==> src/hw/rtl/pm0_pkg.sv <==
// ----------------------------------------------------------------------------
// pm0_pkg
// Shared widths, default sizes, opcodes and fault codes of the stack machine.
// ----------------------------------------------------------------------------
`default_nettype none

package pm0_pkg;

  localparam int DATA_W   = 32;
  localparam int FUNC_W   = 5;
  localparam int REG_IN_W = 4;
  localparam int LVL_W    = 2;
  localparam int FAULT_W  = 2;

  localparam int STACK_DEPTH_DEF = 2048;
  localparam int CODE_DEPTH_DEF  = 512;
  localparam int REG_COUNT_DEF   = 16;
  localparam int LEVEL_LIMIT_DEF = 3;
  localparam int PC_W_DEF        = 9;

  localparam logic [FUNC_W-1:0] OP_LIT  = 5'd0;
  localparam logic [FUNC_W-1:0] OP_RTN  = 5'd1;
  localparam logic [FUNC_W-1:0] OP_LOD  = 5'd2;
  localparam logic [FUNC_W-1:0] OP_STO  = 5'd3;
  localparam logic [FUNC_W-1:0] OP_CAL  = 5'd4;
  localparam logic [FUNC_W-1:0] OP_INC  = 5'd5;
  localparam logic [FUNC_W-1:0] OP_JMP  = 5'd6;
  localparam logic [FUNC_W-1:0] OP_JPC  = 5'd7;
  localparam logic [FUNC_W-1:0] OP_OUT  = 5'd8;
  localparam logic [FUNC_W-1:0] OP_IN   = 5'd9;
  localparam logic [FUNC_W-1:0] OP_HALT = 5'd10;
  localparam logic [FUNC_W-1:0] OP_NEG  = 5'd11;
  localparam logic [FUNC_W-1:0] OP_ADD  = 5'd12;
  localparam logic [FUNC_W-1:0] OP_SUB  = 5'd13;
  localparam logic [FUNC_W-1:0] OP_MUL  = 5'd14;
  localparam logic [FUNC_W-1:0] OP_DIV  = 5'd15;
  localparam logic [FUNC_W-1:0] OP_ODD  = 5'd16;
  localparam logic [FUNC_W-1:0] OP_MOD  = 5'd17;
  localparam logic [FUNC_W-1:0] OP_EQL  = 5'd18;
  localparam logic [FUNC_W-1:0] OP_NEQ  = 5'd19;
  localparam logic [FUNC_W-1:0] OP_LSS  = 5'd20;
  localparam logic [FUNC_W-1:0] OP_LEQ  = 5'd21;
  localparam logic [FUNC_W-1:0] OP_GTR  = 5'd22;
  localparam logic [FUNC_W-1:0] OP_GEQ  = 5'd23;

  localparam logic [FAULT_W-1:0] F_NONE  = 2'd0;
  localparam logic [FAULT_W-1:0] F_BADOP = 2'd1;
  localparam logic [FAULT_W-1:0] F_DIVZ  = 2'd2;
  localparam logic [FAULT_W-1:0] F_RANGE = 2'd3;

endpackage

`default_nettype wire

==> src/hw/rtl/pm0_reg_file.sv <==
// ----------------------------------------------------------------------------
// pm0_reg_file
// Data register memory, two registered read ports, one write port, valid bits.
// ----------------------------------------------------------------------------
`default_nettype none

module pm0_reg_file #(
  parameter int REG_COUNT = pm0_pkg::REG_COUNT_DEF,
  parameter int RW = $clog2(REG_COUNT)
) (
  input  logic                      clk,
  input  logic                      rst_n,
  input  logic                      rd_en,
  input  logic [RW-1:0]             ra,
  input  logic [RW-1:0]             rb,
  output logic [pm0_pkg::DATA_W-1:0] rda,
  output logic [pm0_pkg::DATA_W-1:0] rdb,
  input  logic                      we,
  input  logic [RW-1:0]             wa,
  input  logic [pm0_pkg::DATA_W-1:0] wd
);
  import pm0_pkg::*;

  logic [DATA_W-1:0]    mem [REG_COUNT];
  logic [REG_COUNT-1:0] vld_r;
  logic [DATA_W-1:0]    qa_r, qb_r;
  logic                 va_r, vb_r;

  always_ff @(posedge clk) begin
    if (we) begin
      mem[wa] <= wd;
    end
    if (rd_en) begin
      qa_r <= mem[ra];
      qb_r <= mem[rb];
    end
  end

  always_ff @(posedge clk) begin
    if (!rst_n) begin
      vld_r <= '0;
      va_r  <= 1'b0;
      vb_r  <= 1'b0;
    end else begin
      if (we) begin
        vld_r[wa] <= 1'b1;
      end
      if (rd_en) begin
        va_r <= vld_r[ra];
        vb_r <= vld_r[rb];
      end
    end
  end

  assign rda = va_r ? qa_r : '0;
  assign rdb = vb_r ? qb_r : '0;

endmodule

`default_nettype wire

==> config.mk <==
export PLATFORM = sky130hd
export DESIGN_NAME = pm0_reg_file
export DESIGN_NICKNAME = d
export VERILOG_FILES = /design/src/hw/rtl/pm0_pkg.sv /design/src/hw/rtl/pm0_reg_file.sv
export SDC_FILE = /design/constraint.sdc
export NUM_CORES = 1
export LEC_CHECK = 0
export BUFFER_PORTS_ARGS = -buffer_cell sky130_fd_sc_hd__buf_2
export CAP_MARGIN = 5
export CELL_PAD_IN_SITES_DETAIL_PLACEMENT = 1
export CELL_PAD_IN_SITES_GLOBAL_PLACEMENT = 1
export CORE_UTILIZATION = 45
export DETAILED_ROUTE_END_ITERATION = 10
export GPL_TIMING_DRIVEN = 0
export PLACE_DENSITY = 0.72
export SYNTH_ARGS = -nofsm -noshare
export SYNTH_HDL_FRONTEND = slang
export SYNTH_SLANG_ARGS = --single-unit
==> constraint.sdc <==
create_clock -name clk -period 4.3 [get_ports clk]
set_clock_uncertainty 0.15 [all_clocks]
set_input_delay 0.215 -clock clk [delete_from_list [all_inputs] [get_ports clk]]
set_output_delay 0.215 -clock clk [all_outputs]
set_load 0.02 [all_outputs]
Yosys cells after proc, flatten, opt, wreduce, memory -nomap -nowiden
Memory sizes are Yosys's and may differ from the RTL's. A register that Yosys moved wholly into a read port is not among the register bits.
Index checks and enable logic that the tools add are counted.

word-level totals
  flip-flop bits (word level) = 18
  memory bits (writable) = 512
  bits of input ports = 48
  output and inout bits = 64
  logic and storage cells = 20
  memories = 1

operators by class
  order comparisons = 4
  multiplexer cells = 10
  bitwise gates (word level) = 1
  reductions and logical operators = 1

memory list
  memory  words  width  read ports  clocked after Yosys merged registers in  wr ports  line                RTL
  mem     16     32     2           2                                        1         pm0_reg_file.sv:24  logic [DATA_W-1:0] mem [REG_COUNT];

operators by type and width
  kind                                                                    number
  32-bit 2-to-1 mux                                                       2
  16-bit OR                                                               1
  4-bit by 5-bit < comparator with 1-bit output (second input constant)   3
  1-bit binary-select mux with 4-bit select                               2
  1-bit 2-to-1 mux                                                        5
  1-bit demux with 4-bit select                                           1
  4-bit by 1-bit >= comparator with 1-bit output (second input constant)  1
  1-bit logical AND                                                       1

Logic depth before layout (Yosys ltp)
  depth in word-level cells = 5
  gate-level depth with buffers = 7
  mapped depth without buffers = 4

Worst setup path before layout
Ideal clock, no wire load.

  path type = input to register
  start point = in wa[2]
  end point = mem mem[0][0], enable pin
  library setup time = 0.464 ns
  arrival = 2.984 ns
  required time = 3.686 ns
  path slack = 0.702 ns
  stages = 2
  path buffers = 0
  cells stage by stage = or3b_2 > nor3_1

RTL lines
  element          line                RTL
  start, declared  pm0_reg_file.sv:19  input logic [RW-1:0] wa,
  end, declared    pm0_reg_file.sv:24

Straight into the memory's write port.

Final worst setup path
  start point = reg vb_r
  end point = out rdb[6] (netlist bit)

on the way
  cells in the longest elaborated chain, start to end = 1

ends and longest elaborated chain
  element                 line                RTL
  start, declared         pm0_reg_file.sv:27  logic va_r, vb_r;
  start signal, assigned  pm0_reg_file.sv:50  vb_r <= vld_r[rb];
  32-bit 2-to-1 mux       pm0_reg_file.sv:56  assign rdb = vb_r ? qb_r : '0;
  end, declared           pm0_reg_file.sv:17  output logic [pm0_pkg::DATA_W-1:0] rdb,

No other way between the ends.

==> flow_summary.html <==
<table>
<tr><th>Metric</th><th>Value</th></tr>
<tr><th colspan="2">Run status</th></tr>
<tr><td>Outcome</td><td>finished, final reports clean</td></tr>
<tr><th colspan="2">Clock tree</th></tr>
<tr><td>H-tree depth</td><td>2</td></tr>
<tr><td>Root buf cell</td><td>clkbuf_16</td></tr>
<tr><td>Count of clock tree sinks</td><td>594</td></tr>
<tr><td>Hold-fix buffer count after cts</td><td>37</td></tr>
<tr><td>Clock transition at the register clock pins on the worst setup and hold paths after CTS</td><td>approximately 0.060 ns</td></tr>
<tr><td>Clock tree from TritonCTS</td><td>built</td></tr>
<tr><td>TritonCTS Buffers</td><td>between 60 and 70</td></tr>
<tr><td>Clock latency on the worst-skew pair</td><td>just over 0.6 ns</td></tr>
<tr><td>Post_cts resized</td><td>0</td></tr>
<tr><td>Maximum buffer depth of the clock tree</td><td>3</td></tr>
<tr><td>Post-CTS setup buffer count</td><td>0</td></tr>
<tr><th colspan="2">Detailed routing</th></tr>
<tr><td>First-pass DRT Iterations</td><td>5</td></tr>
<tr><td>Final Routed Wirelength</td><td>approximately 72000 µm</td></tr>
<tr><td>Routed Antenna Nets</td><td>0</td></tr>
<tr><td>1st-iter DRT viols</td><td>about 1500</td></tr>
<tr><td>Vias</td><td>between 10000 and 15000</td></tr>
<tr><td>Via density</td><td>6.34</td></tr>
<tr><td>Wirelength per Cell</td><td>33.2 µm</td></tr>
<tr><td>Drc violations</td><td>0</td></tr>
<tr><th colspan="2">Critical path</th></tr>
<tr><td>CP Max Fanout</td><td>10</td></tr>
<tr><td>Longest individual stage delay on the worst path</td><td>between 0.6 and 0.7 ns</td></tr>
<tr><td>Register-to-register setup slack</td><td>around 2.4 ns</td></tr>
<tr><td>Reg-to-Reg End</td><td>qa_r[5]$_DFFE_PP_</td></tr>
<tr><td>Ordered cell list for the critical path</td><td>clkbuf_1 &gt; and2_1 &gt; buf_2</td></tr>
<tr><td>Capturing element type of the critical path</td><td>output pin</td></tr>
<tr><td>Startpoint of the most critical setup path</td><td>vb_r$_SDFFE_PN0P_</td></tr>
<tr><td>Origin of the critical flop-to-flop path</td><td>mem[14][5]$_DFFE_PP_</td></tr>
<tr><td>Critical path startpoint category</td><td>flop</td></tr>
<tr><td>Master of the slowest instance on the critical path</td><td>clkbuf_1</td></tr>
<tr><td>Category of the critical setup timing path</td><td>flop to output pin</td></tr>
<tr><td>Required time at the endpoint of the critical path</td><td>~3.9 ns</td></tr>
<tr><td>CP arrival</td><td>about 2.5 ns</td></tr>
<tr><td>R2R cell count</td><td>2</td></tr>
<tr><th colspan="2">Synthesis</th></tr>
<tr><td>Post-Syn Nets</td><td>1169</td></tr>
<tr><td>Cell area after synthesis</td><td>around 26000 µm²</td></tr>
<tr><td>Gate Count Post-Synth</td><td>1121</td></tr>
<tr><td>Average cell area after synthesis</td><td>approximately 23 µm²</td></tr>
<tr><td>Portion of the post-synthesis area used by sequential elements</td><td>approximately 67%</td></tr>
<tr><td>Count of synthesis-stage warnings from yosys</td><td>0</td></tr>
<tr><td>Register bit count reported by yosys</td><td>between 500 and 600</td></tr>
<tr><td>Number of different library cells in the post-synthesis netlist</td><td>19</td></tr>
<tr><th colspan="2">Place</th></tr>
<tr><td>Estimated wirelength of the detail-placed design</td><td>roughly 46000 µm</td></tr>
<tr><td>Port-buffer cells</td><td>a little over 100</td></tr>
<tr><td>Placer congestion estimate</td><td>0.762</td></tr>
<tr><td>Post-detailed-placement cell area</td><td>between 20000 and 30000 µm²</td></tr>
<tr><th colspan="2">Global routing</th></tr>
<tr><td>Via count of the first global-routing pass</td><td>around 15000</td></tr>
<tr><td>Largest net degree at the start of global routing</td><td>55</td></tr>
<tr><td>Total global routing track utilization</td><td>about a quarter</td></tr>
<tr><td>Total gr overflow</td><td>0</td></tr>
<tr><td>Wire length of the first global-routing pass</td><td>slightly above 100000 µm</td></tr>
<tr><td>Number of antenna violations at the first check in global routing</td><td>2</td></tr>
<tr><th colspan="2">STA</th></tr>
<tr><td>Share of the clock period used by the worst path</td><td>65.4%</td></tr>
<tr><td>Worst relative slew slack</td><td>about 25%</td></tr>
<tr><td>RSZ-0062 raised after global routing</td><td>false</td></tr>
<tr><td>Slew at the pin with the worst max-slew slack</td><td>about 1.1 ns</td></tr>
<tr><td>Count of final setup violators</td><td>0</td></tr>
<tr><td>Highest clock rate</td><td>roughly 0.36 GHz</td></tr>
<tr><td>Slew Viols, Final</td><td>0</td></tr>
<tr><td>Final total negative setup slack</td><td>0 ns</td></tr>
<tr><td>Final critical delay including setup and external delays</td><td>around 2.8 ns</td></tr>
<tr><td>Hold Fails Final Rpt</td><td>0</td></tr>
<tr><th colspan="2">Min path</th></tr>
<tr><td>Worst-case hold path end point</td><td>mem[0][3]$_DFFE_PP_</td></tr>
<tr><td>Worst Hold Path Cells</td><td>3</td></tr>
<tr><td>Path category of the worst min-delay check</td><td>input port to flop</td></tr>
<tr><td>Min-delay src</td><td>wa[3]</td></tr>
<tr><th colspan="2">Final layout</th></tr>
<tr><td>Post-route cell area</td><td>between 30000 and 40000 µm²</td></tr>
<tr><td>Area added between synthesis and finish</td><td>16.8%</td></tr>
<tr><td>Count of filler cells inserted in the layout</td><td>approximately 5000</td></tr>
<tr><td>Nets</td><td>around 1400</td></tr>
<tr><td>Layout cell share with drive strength beyond 1</td><td>a little over two fifths</td></tr>
<tr><th colspan="2">Floorplan</th></tr>
<tr><td>Ports placed on the boundary</td><td>112</td></tr>
<tr><td>Standard-cell row count</td><td>88</td></tr>
<tr><td>Core region area</td><td>57700 µm²</td></tr>
<tr><td>Initial core utilization</td><td>between 40 and 50%</td></tr>
<tr><td>X dimension of the die</td><td>244 µm</td></tr>
<tr><td>Die H</td><td>244 µm</td></tr>
<tr><td>Floorplan die area</td><td>approximately 60000 µm²</td></tr>
<tr><th colspan="2">Power and ir drop</th></tr>
<tr><td>Worst VDD drop</td><td>0.000352 V</td></tr>
<tr><td>Total power density per cell area</td><td>417 nW/µm²</td></tr>
<tr><td>Leak pwr</td><td>0.00990 µW</td></tr>
<tr><th colspan="2">Run</th></tr>
<tr><td>Max-cap violations</td><td>0</td></tr>
</table>
cell type report:
class | count | area [µm²] | share of cell area [%]
Clock inverter | 28 | 209 | 0.681
Timing Repair Buffer | 171 | 1380 | 4.51
Tap cell | 765 | 957 | 3.12
Multi-Input combinational cell | 445 | 8220 | 26.8
Sequential cell | 594 | 17700 | 57.6
Buffer | 82 | 475 | 1.55
Antenna cell | 2 | 5.00 | 0.0163
Clock buffer | 83 | 1750 | 5.72
cells in the final DEF, fill, tap and decap left out, types with 2 or more instances in the layout:
master,n
nor3_2,4
buf_6,33
nor3_1,2
clkinv_1,13
nor2_1,2
clkbuf_16,65
mux4_2,328
diode_2,2
buf_16,3
and2_1,64
buf_12,11
a211o_1,2
buf_1,14
nand3_1,3
o21a_1,16
bufinv_16,3
clkbuf_1,46
buf_8,2
dlygate4sd3_1,37
buf_2,116
nand2_1,2
dfxtp_1,18
clkbuf_8,6
clkinv_2,9
nand2b_1,2
buf_4,3
nand3b_1,2
edfxtp_1,576
mux2i_1,4
nor2_4,12
logic make-up after synthesis:
kind of cell | count (synthesis) | synth area share [%]
DFF | 594 | 67.3
muxes | 332 | 28.3
buffers and inverters | 82 | 1.81
AOI/OAI and AO/OA | 18 | 0.524
and+or+nand+nor | 95 | 2.09
metal layers:
metal  GRT usage, %  routed length, µm
met3           4.67               6190
met5              0                  0
met2           40.3              35500
met1           34.5              28600
met4           7.30               1850
critical path: cells and delay by family, from the launching register on:
family	cells	cell delay (ns)
buffers and inverters	2	0.87
and+or+nand+nor	1	0.32
DFF	1	0.63
stage by stage:
stage | total power, µW | setup slack [ns] | hold WS, ns | utilization [%] | std cells
detailed placement | 7690 | 1.38 | 0.330 | 49.1 | 2020
CTS | 12900 | 1.44 | 0.158 | 53.1 | 2168
global route | 13100 | 1.43 | 0.200 | 53.1 | 2169
finish | 12800 | 1.49 | 0.202 | 53.1 | 2170
floorplan | 7290 | 0.702 | 0.164 | - | 1121
global placement | 7630 | -2.65 | 0.316 | 48.0 | 1989
flip-flops by register name (all words and copies together), names as in the netlist:
name	count
vb_r	1
vld_r	16
mem	512
qb_r	32
qa_r	32
va_r	1
power breakdown:
group	internal, µW	switching [µW]	total, µW
Combinational	472	530	1000
Sequential	6530	59.0	6590
Clock	3010	2200	5210
Total	10000	2790	12800
how the worst max path moves through the flow:
stage                           endpoint  cells after the start
finish                            rdb[6]                      3
global route                      rdb[6]                      3
CTS                               rdb[6]                      3
detailed placement    qa_r[25]$_DFFE_PP_                      4
global placement    mem[0][24]$_DFFE_PP_                      3
floorplan            mem[0][0]$_DFFE_PP_                      2
cells in the mapped netlist:
cell / count / share of area [%]
nand2_1: 2 / 0.029
nor3_1: 6 / 0.11
nand3b_1: 2 / 0.057
dfxtp_1: 18 / 1.4
buf_2: 14 / 0.27
and2_1: 64 / 1.5
mux2i_1: 4 / 0.15
nand3_1: 3 / 0.057
o21a_1: 16 / 0.46
clkbuf_1: 34 / 0.49
nand2b_1: 2 / 0.048
a211o_1: 2 / 0.067
buf_6: 20 / 0.86
buf_1: 14 / 0.20
edfxtp_1: 576 / 66
nor2_1: 14 / 0.20
mux4_2: 328 / 28
nor2b_1: 1 / 0.024
or3b_2: 1 / 0.033
No activity file was read; power rests on OpenSTA's default activity.
