==> src/hw/rtl/pm0_pkg.sv <==
// ----------------------------------------------------------------------------
// pm0_pkg
// Shared widths, default sizes, opcodes and fault codes of the stack machine.
// ----------------------------------------------------------------------------
`default_nettype none

package pm0_pkg;

  localparam int DATA_W   = 32;
  localparam int FUNC_W   = 5;
  localparam int REG_IN_W = 4;
  localparam int LVL_W    = 2;
  localparam int FAULT_W  = 2;

  localparam int STACK_DEPTH_DEF = 2048;
  localparam int CODE_DEPTH_DEF  = 512;
  localparam int REG_COUNT_DEF   = 16;
  localparam int LEVEL_LIMIT_DEF = 3;
  localparam int PC_W_DEF        = 9;

  localparam logic [FUNC_W-1:0] OP_LIT  = 5'd0;
  localparam logic [FUNC_W-1:0] OP_RTN  = 5'd1;
  localparam logic [FUNC_W-1:0] OP_LOD  = 5'd2;
  localparam logic [FUNC_W-1:0] OP_STO  = 5'd3;
  localparam logic [FUNC_W-1:0] OP_CAL  = 5'd4;
  localparam logic [FUNC_W-1:0] OP_INC  = 5'd5;
  localparam logic [FUNC_W-1:0] OP_JMP  = 5'd6;
  localparam logic [FUNC_W-1:0] OP_JPC  = 5'd7;
  localparam logic [FUNC_W-1:0] OP_OUT  = 5'd8;
  localparam logic [FUNC_W-1:0] OP_IN   = 5'd9;
  localparam logic [FUNC_W-1:0] OP_HALT = 5'd10;
  localparam logic [FUNC_W-1:0] OP_NEG  = 5'd11;
  localparam logic [FUNC_W-1:0] OP_ADD  = 5'd12;
  localparam logic [FUNC_W-1:0] OP_SUB  = 5'd13;
  localparam logic [FUNC_W-1:0] OP_MUL  = 5'd14;
  localparam logic [FUNC_W-1:0] OP_DIV  = 5'd15;
  localparam logic [FUNC_W-1:0] OP_ODD  = 5'd16;
  localparam logic [FUNC_W-1:0] OP_MOD  = 5'd17;
  localparam logic [FUNC_W-1:0] OP_EQL  = 5'd18;
  localparam logic [FUNC_W-1:0] OP_NEQ  = 5'd19;
  localparam logic [FUNC_W-1:0] OP_LSS  = 5'd20;
  localparam logic [FUNC_W-1:0] OP_LEQ  = 5'd21;
  localparam logic [FUNC_W-1:0] OP_GTR  = 5'd22;
  localparam logic [FUNC_W-1:0] OP_GEQ  = 5'd23;

  localparam logic [FAULT_W-1:0] F_NONE  = 2'd0;
  localparam logic [FAULT_W-1:0] F_BADOP = 2'd1;
  localparam logic [FAULT_W-1:0] F_DIVZ  = 2'd2;
  localparam logic [FAULT_W-1:0] F_RANGE = 2'd3;

endpackage

`default_nettype wire

==> src/hw/rtl/pm0_divider.sv <==
// ----------------------------------------------------------------------------
// pm0_divider
// Unsigned 32-bit restoring divider, one quotient bit per cycle.
// ----------------------------------------------------------------------------
`default_nettype none

module pm0_divider (
  input  logic                       clk,
  input  logic                       rst_n,
  input  logic                       start,
  input  logic [pm0_pkg::DATA_W-1:0] num,
  input  logic [pm0_pkg::DATA_W-1:0] den,
  output logic                       busy,
  output logic                       done,
  output logic [pm0_pkg::DATA_W-1:0] quo,
  output logic [pm0_pkg::DATA_W-1:0] rem
);
  import pm0_pkg::*;

  localparam int CW = $clog2(DATA_W);

  logic              busy_r, done_r;
  logic [CW-1:0]     cnt_r;
  logic [DATA_W-1:0] quo_r, rem_r, den_r;
  logic [DATA_W:0]   sh, diff;

  assign sh   = {rem_r, quo_r[DATA_W-1]};
  assign diff = sh - {1'b0, den_r};

  always_ff @(posedge clk) begin
    if (start) begin
      quo_r <= num;
      rem_r <= '0;
      den_r <= den;
    end else if (busy_r) begin
      if (!diff[DATA_W]) begin
        rem_r <= diff[DATA_W-1:0];
        quo_r <= {quo_r[DATA_W-2:0], 1'b1};
      end else begin
        rem_r <= sh[DATA_W-1:0];
        quo_r <= {quo_r[DATA_W-2:0], 1'b0};
      end
    end
  end

  always_ff @(posedge clk) begin
    if (!rst_n) begin
      busy_r <= 1'b0;
      done_r <= 1'b0;
      cnt_r  <= '0;
    end else begin
      done_r <= 1'b0;
      if (start) begin
        busy_r <= 1'b1;
        cnt_r  <= '0;
      end else if (busy_r) begin
        cnt_r <= cnt_r + CW'(1);
        if (cnt_r == CW'(DATA_W - 1)) begin
          busy_r <= 1'b0;
          done_r <= 1'b1;
        end
      end
    end
  end

  assign busy = busy_r;
  assign done = done_r;
  assign quo  = quo_r;
  assign rem  = rem_r;

endmodule

`default_nettype wire

==> config.mk <==
export PLATFORM = sky130hd
export DESIGN_NAME = pm0_divider
export DESIGN_NICKNAME = d
export VERILOG_FILES = /design/src/hw/rtl/pm0_pkg.sv /design/src/hw/rtl/pm0_divider.sv
export SDC_FILE = /design/constraint.sdc
export NUM_CORES = 1
export LEC_CHECK = 0
export ABC_AREA = 1
export BUFFER_PORTS_ARGS = -buffer_cell sky130_fd_sc_hd__buf_2
export CAP_MARGIN = 20
export CORE_MARGIN = 3
export CORE_UTILIZATION = 51
export CTS_CLUSTER_SIZE = 40
export DETAILED_ROUTE_END_ITERATION = 10
export GPL_TIMING_DRIVEN = 0
export PLACE_DENSITY = 0.84
export SETUP_SLACK_MARGIN = 0.3
export SLEW_MARGIN = 0
export SYNTH_ARGS = -nofsm -noshare
export SYNTH_HDL_FRONTEND = slang
export SYNTH_SLANG_ARGS = --single-unit
==> constraint.sdc <==
create_clock -name clk -period 2.1 [get_ports clk]
set_input_delay 0.105 -clock clk [delete_from_list [all_inputs] [get_ports clk]]
set_output_delay 0.105 -clock clk [all_outputs]
set_load 0.005 [all_outputs]
### Word-level counts from Yosys, hierarchy flattened

Cells that the tools add are included.

* reduce and logical (&&, ||, !) cells: 3
* $add $sub $neg: 2
* bitwise operators: 2
* eq/ne operators: 1
* multiplexer cells: 8

Operators with widths (count)
* 2-to-1 mux 32 bit: 3
* subtractor 33 x 32 -> 33 bit: 1
* adder 5 x 1 -> 5 bit, second input constant: 1
* == test 5 bit, second input constant: 1
* 2-to-1 mux 1 bit: 5
* OR reduction 3 bit: 1
* NOT 1 bit: 2
* nonzero test 2 bit: 1
* OR reduction 2 bit: 1

* register bits after elaboration: 103
* word-level logic and storage cells: 22
* output and inout bits: 66
* bits of input ports: 67

### Longest topological paths before layout

Gate-level depths: netlist (run 1).

* depth in word-level cells: 4
* mapped depth: 18
* depth with buffers taken out: 17

### Least setup slack after synthesis (run 1)

OpenSTA, ideal clock, no wires.

* path kind: flip-flop to flip-flop
* start point: register quo_r[31] (netlist: quo[31])
* end point: register quo_r[0] (netlist: quo[0]) (data pin)
* path slack: -186 ps
* cell stages (with the launch flop): 17
* period minus slack after synthesis: 2286 ps
* data arrival time: 2020 ps
* data required time: 1834 ps
* setup time: 266 ps
* buffers on the path: 1
* cell sequence: edfxtp_1 > inv_1 > ha_1 > fa_1 > inv_1 > nand2_1 > nand2_1 > nand3_1 > nand2_1 > nand2_1 > nand2_1 > nand2_4 > nand2_4 > nand2_2 > nand2_4 > buf_6 > o21ai_1

* longest elaborated chain between the ends: 4

Ends and longest elaborated chain
* start: declaration: line pm0_divider.sv:24 `logic [DATA_W-1:0] quo_r, rem_r, den_r;`
* start signal: assignment: line pm0_divider.sv:32 `quo_r <= num;`
* start signal: assignment: line pm0_divider.sv:38 `quo_r <= {quo_r[DATA_W-2:0], 1'b1};`
* start signal: assignment: line pm0_divider.sv:41 `quo_r <= {quo_r[DATA_W-2:0], 1'b0};`
* subtractor 33 x 32 -> 33 bit: line pm0_divider.sv:28 `assign diff = sh - {1'b0, den_r};`
* 2-to-1 mux 1 bit: line pm0_divider.sv:36 `if (!diff[DATA_W]) begin`
* 2-to-1 mux 32 bit: line pm0_divider.sv:35 `end else if (busy_r) begin`
* 2-to-1 mux 32 bit: line pm0_divider.sv:31 `if (start) begin`

No other way between the ends. The select of a mux whose other input is x is not followed.
A chain may end at the register's enable or synchronous reset.

### Final worst setup path (run 1)

* start point: register den_r[0]
* end point: register rem_r[6] (netlist: rem[6])

* longest elaborated chain between the ends: 2

Ends and longest elaborated chain
* start: declaration: line pm0_divider.sv:24
* start signal: assignment: line pm0_divider.sv:34 `den_r <= den;`
* subtractor 33 x 32 -> 33 bit: line pm0_divider.sv:28
* 2-to-1 mux 32 bit: line pm0_divider.sv:36
* end signal: assignment: line pm0_divider.sv:37 `rem_r <= diff[DATA_W-1:0];`
* end signal: assignment: line pm0_divider.sv:40 `rem_r <= sh[DATA_W-1:0];`
* end: declaration: line pm0_divider.sv:24

No other way between the ends.

==> results_dict.tcl, run 1 <==
set metrics [dict create \
    status "finished, violations left" \
    violations "setup timing" \
    placed_area_um2 7780 \
    yosysTopAreaCell "edfxtp_1" \
    clkLatencyLatePin_ps 360 \
    critPathLaunchType "register" \
    wire_per_inst_um 13.7 \
    netlist_area_um2 6870 \
    cts.sinks 103 \
    layout_commonest_cell "nand2_1" \
    fin_hold_ws_ps 8.59 \
    pwr-share-comb_pct 14.8 \
    antenna_found_initial 0 \
    cts_tree "yes" \
    maxSlewViolCount 0 \
    required_ps 2350 \
    grt_pass1_wl_um 30400 \
    yosysUniqueCellTypes 37 \
    htree_levels 3 \
    ant_nets 0 \
    max_freq_ghz 0.428 \
    ys.warnings.count 0 \
    p_int_mw 3.55 \
    antenna_cells 0 \
    crit_top_cell "nand2_2" \
    core_um2 12900 \
    leakage_nw 4.96 \
    crit_path_start "den_r[0]" \
    die_y_um 122 \
    clockBufferDepth 2 \
    vdd.ir_drop.worst_mv 0.557 \
    post-route-min-period_ps 2340 \
    end_kind "register" \
    fin_crit_sh_pct 111 \
    arrival_ps 2590 \
    die_x_um 122 \
    fin_area_um2 8960 \
    rows 41 \
    tightest_slew_ps 726 \
    die_area_um2 14900 \
    syn_to_final_growth_pct 30.4 \
    cp_cell_sequence "ha_4 -> fa_2 -> inv_2 -> nand2_2 -> nand2_2 -> nand3_2 -> nand2_2 -> nand2_2 -> nand2_4 -> nand2_4 -> nand2_4 -> nand2_4 -> nand2_8 -> clkbuf_16 -> nand2_2 -> nand3_2 -> nand2_1" \
    seqPwrFrac_pct 48.3 \
    p_per_area_nw_per_um2 543 \
    rsz0062_at_grt "yes" \
    yosysTopAreaCellShare_pct 28.0 \
    initial_core_util_pct 53.4 \
    worstSetupPathType "reg2reg" \
    syn_avg_cell_area_um2 6.66 \
    synth-edff-count 64 \
    grt.total_usage_pct 25.8 \
    setup_tns_ps -6350 \
    drive_gt1_share_pct 20.5 \
    rr_startpoint "den_r[0]" \
    synth_async_sr_flop_share_pct 0 \
    ys_top_cells_by_area "edfxtp_1 (28%), nand2_1 (26%), inv_1 (11%)" \
    hold_viol 0 \
    place.gp.congestion 0.953 \
    dp_hpwl_um 13700 \
    hold_class "in2reg" \
    vias 6781 \
    final_cell_mix "nand2_1 (443), inv_1 (208), buf_2 (131)" \
    cts-buffers-inserted 9 \
    critPathMaxFanout 8 \
    syn-num-nets 1133 \
    crit_path_max_incr_delay_ps 420 \
    cts-root-buf "clkbuf_16" \
    crit_family "simple AND/OR/NAND/NOR gates" \
    switching_share_pct 27.1 \
    ys.flop_type "edfxtp_1" \
    worst-path-buf-inv 2 \
    ys_seq_elements 103 \
    finalSetupViolations 33 \
    hp-start "num[20]" \
    skew_ps 17.0 \
    port_buffers 132 \
    nets 1330 \
    netlist_instances 1031 \
    fin_ws_ps -238 \
    clkPwrFrac_pct 36.9 \
    ys_seq_area_share_pct 39.3 \
    pre_cts_ws_ps -664 \
    dr.first_iter.drc_count 610 \
    power_switching_mw 1.32 \
    drt_pass1_iterations 5 \
    drc 0 \
    max_slew_margin_pct 51.6 \
    overflow 0 \
    wl_um 19200 \
    grt_pass1_vias 6440 \
    routed_via_density 4.83 \
    drv_cap 0 \
    cp_slowest_cell "edfxtp_1" \
    p_total_mw 4.87 \
    grt_max_degree 34 \
    io_pins 133 \
    clkTransAtPathRegs_ps 80 \
]
## worst reg2reg max path, stage by stage (launching register included)
cell and delay (ps):
edfxtp_1 420, ha_4 190, fa_2 370, inv_2 70
nand2_2 40, nand2_2 80, nand3_2 70, nand2_2 90
nand2_2 70, nand2_4 80, nand2_4 80, nand2_4 90
nand2_4 70, nand2_8 150, clkbuf_16 190, nand2_2 50
nand3_2 60, nand2_1 60
## repair_timing
action | CTS | global route
hold endpoints to repair | 34 | 0
cloned | 5 | 1
gates resized for setup | 47 | 35
buffers inserted | 11 | 3
pin swaps | 14 | 29
endpoints found under the setup margin | 67 | 66
hold buffers | 33 | 0
## power by group through the flow
stage	clock, mW	sequential, mW	combinational [mW]
CTS	1.81	2.35	0.697
detailed placement	0	2.39	0.614
floorplan	0	2.39	0.353
global placement	0	2.39	0.588
global route	1.89	2.36	0.809
finish	1.80	2.35	0.720
## final cells by class
cell class	instances	area (µm²)
Clock buffer	9	225
Fill cell	1039	3920
Inverter	216	811
Tap cell	172	215
Timing Repair Buffer	185	1230
Clock inverter	7	88.8
Sequential cell	103	2700
Multi-Input combinational cell	695	3550
Buffer	18	128
## path summary, 6_finish.rpt
path,to,slack (ps),depth (start not counted)
max,rem[6],-240,17
min,quo[20],9,3
max reg2reg,rem[6],-240,17
min reg2reg,cnt_r[4],480,2
## cell families (layout without fill, tap and decap cells)
kind of cell / after synthesis / in the layout / share of synthesized area [%]
adders and majority gates: 35 / 35 / 6.48
and+or+nand+nor: 610 / 611 / 36.2
DFF: 103 / 103 / 39.3
xor gates and xnor gates: 15 / 15 / 1.91
AOI/OAI and AO/OA: 34 / 34 / 2.70
buffers and inverters: 234 / 435 / 13.3
## state kept, by name, indices dropped and copies added, names as in the netlist
name / count
cnt_r: 5
quo: 32
den_r: 32
busy: 1
done: 1
rem: 32
## metrics by stage
stage          utilization, %  cells
2_1_floorplan               -   1031
3_3_place_gp             60.2   1335
3_5_place_dp             60.4   1336
4_1_cts                  68.2   1401
5_1_grt                  69.6   1405
6_report                 69.6   1405
## cells in the mapped netlist, types with 2 or more instances
library cell and count:
nor2_1 48, o21ai_1 5, buf_6 5, nand3b_1 2
o21ai_0 3, nor3_1 8, nand3_1 55, ha_1 34
xnor2_1 13, inv_2 5, edfxtp_1 64, xor2_1 2
dfxtp_1 39, nand4_1 5, clkbuf_1 12, and2_1 4
nand2_4 5, a21oi_1 20, and3_1 2, inv_1 210
nand2_2 2, nor2_2 3, nand2_1 471
## metal layers
layer	up-vias	part of all wire, %	global-route usage, %
li1	3491	-	-
met1	3012	43	33.2
met2	258	48	44.6
met3	20	7.4	5.01
met4	0	1.9	6.79
met5	-	0	0
No activity file was read; power rests on OpenSTA's default activity.
==> run 2, diff against run 1 <==
Settings changed: CORE_UTILIZATION 51 to 56, PLACE_DENSITY 0.84 to 0.88.
Clock period 2.1 ns to 2.5 ns, I/O delays scaled along.
==> results_dict.tcl, run 2 (synthesis results as in run 1) <==
set metrics [dict create \
    io_pins 133 \
    grt_use_met2_pct 51.4 \
    critPathLaunchType "register" \
    vdd.ir_drop.worst_mv 0.478 \
    seqPwrFrac_pct 49.7 \
    nets 1334 \
    post-route-min-period_ps 2390 \
    overflow 0 \
    grt_max_degree 34 \
    skew_ps 8.12 \
    crit_top_cell "nand2_2" \
    tightest_slew_ps 928 \
    antenna_cells 0 \
    leakage_nw 4.93 \
    syn_to_final_growth_pct 30.4 \
    status "complete, no violations" \
    fin_hold_ws_ps 18.4 \
    switching_share_pct 27.9 \
    placed_area_um2 7710 \
    place.gp.congestion 0.952 \
    layout_commonest_cell "nand2_1" \
    maxSlewViolCount 0 \
    final_cell_mix "nand2_1 (435), inv_1 (207), buf_2 (132)" \
    dp_hpwl_um 14100 \
    fin_crit_sh_pct 95.7 \
    rsz0062_at_grt "yes" \
    worstSetupPathType "reg2reg" \
    arrival_ps 2650 \
    drive_gt1_share_pct 21.9 \
    finalSetupViolations 0 \
    met1_usage_pct 35.6 \
    p_per_area_nw_per_um2 444 \
    cp_slowest_cell "dfxtp_1" \
    grt_pass1_vias 6781 \
    ant_nets 0 \
    core_um2 11700 \
    port_buffers 132 \
    grt_pass1_wl_um 31500 \
    drt_pass1_iterations 6 \
    top_usage_layer "met2" \
    die_x_um 117 \
    hold_viol 0 \
    rows 39 \
    clkTransAtPathRegs_ps 70 \
    p_int_mw 2.87 \
    required_ps 2760 \
    cts-root-buf "clkbuf_16" \
    pwr-share-comb_pct 15.7 \
    die_area_um2 13600 \
    max_freq_ghz 0.418 \
    n_fill_cell 802 \
    crit_path_max_incr_delay_ps 420 \
    dr.first_iter.drc_count 675 \
    drv_cap 0 \
    wl_um 20900 \
    end_kind "register" \
    clockBufferDepth 2 \
    cts_tree "yes" \
    die_y_um 117 \
    initial_core_util_pct 58.7 \
    power_switching_mw 1.11 \
    htree_levels 3 \
    gr-usage-met3_pct 4.51 \
    drc 0 \
    wire_per_inst_um 15.2 \
    vias 7186 \
    clkLatencyLatePin_ps 360 \
    max_slew_margin_pct 38.1 \
    routed_via_density 5.21 \
    cts.sinks 103 \
    cts-buffers-inserted 9 \
    hold_class "in2reg" \
    fin_area_um2 8960 \
    clkPwrFrac_pct 34.6 \
    grt.total_usage_pct 29.6 \
    antenna_found_initial 0 \
    critPathMaxFanout 7 \
    cp_cell_sequence "inv_1 -> fa_2 -> inv_2 -> nand2_2 -> nand2_2 -> nand3_2 -> nand2_2 -> nand2_2 -> nand2_4 -> nand2_8 -> nand2_8 -> nand2_4 -> nand2_8 -> buf_8 -> nand2_2 -> nand3_2 -> nand2_1" \
]
run 2: changes by cell type in the layout (fill, tap and decap cells not counted), sizes merged:
| cell | before | now |
|---|---|---|
| inv | 219 | 217 |
| bufinv | 1 | 0 |
| clkinvlp | 0 | 3 |
| dlygate4sd3 | 33 | 32 |
| buf | 157 | 161 |
| clkinv | 3 | 4 |
run 2: worst paths after layout:
kind              startpoint       to  slack, ps  depth (start not counted)
setup / recovery      rem[0]   rem[4]        110                         17
hold / removal         rst_n     done         20                          2
setup reg to reg      rem[0]   rem[4]        110                         17
hold reg to reg      rem[25]  rem[25]        490                          2
run 2: area by class of cell:
cell class	instances	area [µm²]	area share, %
repair inverters	1	7.51	0.0838
plain buffers	18	118	1.31
multi-input cells	695	3630	40.5
clock inverters	7	56.3	0.628
flip-flops and latches	103	2700	30.2
inverters	216	815	9.09
clock buffers	9	225	2.51
repair buffers	188	1230	13.7
well taps	143	179	2.00
run 2: per-stage QoR:
stage	util [%]	worst slack, ps	power [mW]	instances	setup TNS, ps
6_report	76.5	106	3.97	1380	0
5_1_grt	76.5	-27.1	4.11	1380	-54.1
4_1_cts	73.7	104	3.93	1372	0
3_5_place_dp	65.9	-630	2.52	1306	-21700
3_3_place_gp	65.9	-530	2.50	1306	-17000
2_1_floorplan	-	303	2.30	1031	0
run 2: per-layer routing:
metal | up-vias | wire (µm)
met4 | 0 | 887
met3 | 74 | 1680
met1 | 3243 | 8010
met2 | 358 | 10400
met5 | - | 0
li1 | 3511 | -
run 2: worst max-delay path: cells and delay by family (launching register included):
family | cells | cell delay, ps
buffers and inverters | 3 | 360
and+or+nand+nor | 13 | 1080
DFF | 1 | 420
adders and majority gates | 1 | 420
run 2: power groups by stage:
stage	clock network (mW)	registers [mW]	logic, mW
finish	1.37	1.98	0.624
global route	1.43	1.99	0.692
CTS	1.37	1.97	0.589
detailed placement	0	2.01	0.512
global placement	0	2.01	0.490
floorplan	0	2.00	0.295
run 2: repair_timing:
item                                   CTS  global route
gates cloned                             5             2
hold buffers                            32             0
endpoints found under the hold margin   32             0
setup buffers                           13             6
pin swaps                               20            34
gates resized for setup                 40            63
setup endpoints to repair               65            65
==> run 3, diff against run 2 <==
Settings changed: ABC_CLOCK_PERIOD_IN_PS set to 2500, RECOVER_POWER set to 50, REMOVE_ABC_BUFFERS set to 1.
==> results_dict.tcl, run 3 (synthesis results as in run 1) <==
set metrics [dict create \
    status "complete, no violations" \
    core_um2 11700 \
    crit_path_start "den_r[0]" \
    final_cells 1362 \
    cts-buffers-inserted 9 \
    gr-usage-met3_pct 7.31 \
    clockBufferDepth 2 \
    initial_core_util_pct 58.7 \
    dr.first_iter.drc_count 568 \
    rows 39 \
    top_usage_layer "met2" \
    required_ps 2590 \
    final_cell_mix "nand2_1 (433), inv_1 (208), buf_2 (104)" \
    hold_class "in2reg" \
    routed_via_density 5.19 \
    grt_pass1_vias 6794 \
    met1_usage_pct 36.1 \
    fin_ws_ps 114 \
    dp_hpwl_um 13200 \
    clkLatencyLatePin_ps 360 \
    fin_area_um2 8930 \
    grt_pass1_wl_um 31500 \
    layout_commonest_cell "nand2_1" \
    place.gp.congestion 0.973 \
    htree_levels 3 \
    post-route-min-period_ps 2390 \
    nets 1316 \
    ff2ff_setup_slack_ps 110 \
    p_total_mw 4.07 \
    fin_crit_sh_pct 95.5 \
    max_slew_margin_pct 37.1 \
    tightest_slew_ps 942 \
    critPathLaunchType "register" \
    placed_area_um2 7690 \
    maxSlewViolCount 0 \
    critPathCapture "quo[0]" \
    cts.sinks 103 \
    rr_worst_depth 14 \
    finalSetupViolations 0 \
    grt_use_met2_pct 51.5 \
    rsz0062_at_grt "yes" \
    vdd.ir_drop.worst_mv 0.456 \
    vias 7067 \
    critPathMaxFanout 8 \
    max_freq_ghz 0.419 \
    die_area_um2 13600 \
    syn_to_final_growth_pct 30.0 \
    drive_gt1_share_pct 19.8 \
    drt_pass1_iterations 6 \
    setup_tns_ps 0 \
    dp.cells 1292 \
    r2r-end "quo[0]" \
    die_x_um 117 \
    cts_tree "yes" \
    rr_startpoint "den_r[0]" \
    clkTransAtPathRegs_ps 80 \
    end_kind "register" \
    skew_ps 12.9 \
    n_fill_cell 871 \
    cts-root-buf "clkbuf_16" \
    wire_per_inst_um 14.9 \
    die_y_um 117 \
    antenna_cells 0 \
    fin_util_pct 76.3 \
    port_buffers 132 \
    fin_hold_ws_ps 30.9 \
    pre_cts_ws_ps -254 \
    grt.total_usage_pct 29.7 \
    arrival_ps 2480 \
    antenna_found_initial 0 \
    wl_um 20300 \
    overflow 0 \
    io_pins 133 \
    drc 0 \
    worstSetupPathType "reg2reg" \
    grt_max_degree 42 \
    leakage_nw 4.80 \
    p_per_area_nw_per_um2 456 \
    hold_viol 0 \
    drv_cap 0 \
    ant_nets 0 \
]
-- run 3: cell types whose count changed in the layout (fill, tap and decap cells not counted), moves of 7 or more --
cell	previous run	this run
buf_4	19	11
clkbuf_1	11	28
nand2_8	5	12
buf_2	132	104
nand2_2	26	33
-- run 3: cell type report --
cell class	instances	area, µm²	share of cell area [%]
timing repair buffer	183	1160	13.0
sequential	103	2700	30.3
tap	143	179	2.00
inverter	216	811	9.08
clock buffer	9	225	2.52
clock inverter	7	83.8	0.939
multi-input combinational	701	3770	42.2
-- run 3: worst min-delay path by stage --
| stage | startpoint | endpoint | slack, ps | depth (start not counted) |
|---|---|---|---|---|
| after global placement | den[23] | den_r[23] | 300 | 1 |
| after global routing | num[2] | quo[2] | 30 | 3 |
| after CTS | rst_n | done | 30 | 2 |
| after floorplan | den[0] | den_r[0] | 220 | 0 |
| after detailed placement | den[17] | den_r[17] | 300 | 1 |
| final | rst_n | done | 30 | 2 |
-- run 3: routing by layer --
layer	up-vias	share of wire (%)
li1	3490	-
met4	0	3.2
met3	49	8.7
met2	342	49
met5	-	0
met1	3186	40
-- run 3: critical path: stages (launching register included) --
cell and delay (ps):
edfxtp_1 430, ha_4 190, fa_2 360, inv_2 80, nand2_2 50, nand2_2 80, nand3_2 80, nand2_2 100
nand2_2 70, nand2_4 100, nand2_8 80, nand2_8 110, nand2_8 130, nand2_8 200, o21ai_2 60
-- run 3: what timing repair did --
action,4_1_cts,5_1_grt
cloned,7,0
gates resized for setup,50,53
buffers inserted,10,5
endpoints found under the setup margin,33,53
pin swaps,22,33
hold buffers,32,0
hold endpoints to repair,32,0
-- run 3: report_power, final --
group          total [mW]  internal, mW  switching, mW
Clock                1.49         0.801          0.694
Combinational       0.601         0.250          0.351
Sequential           1.98          1.92         0.0522
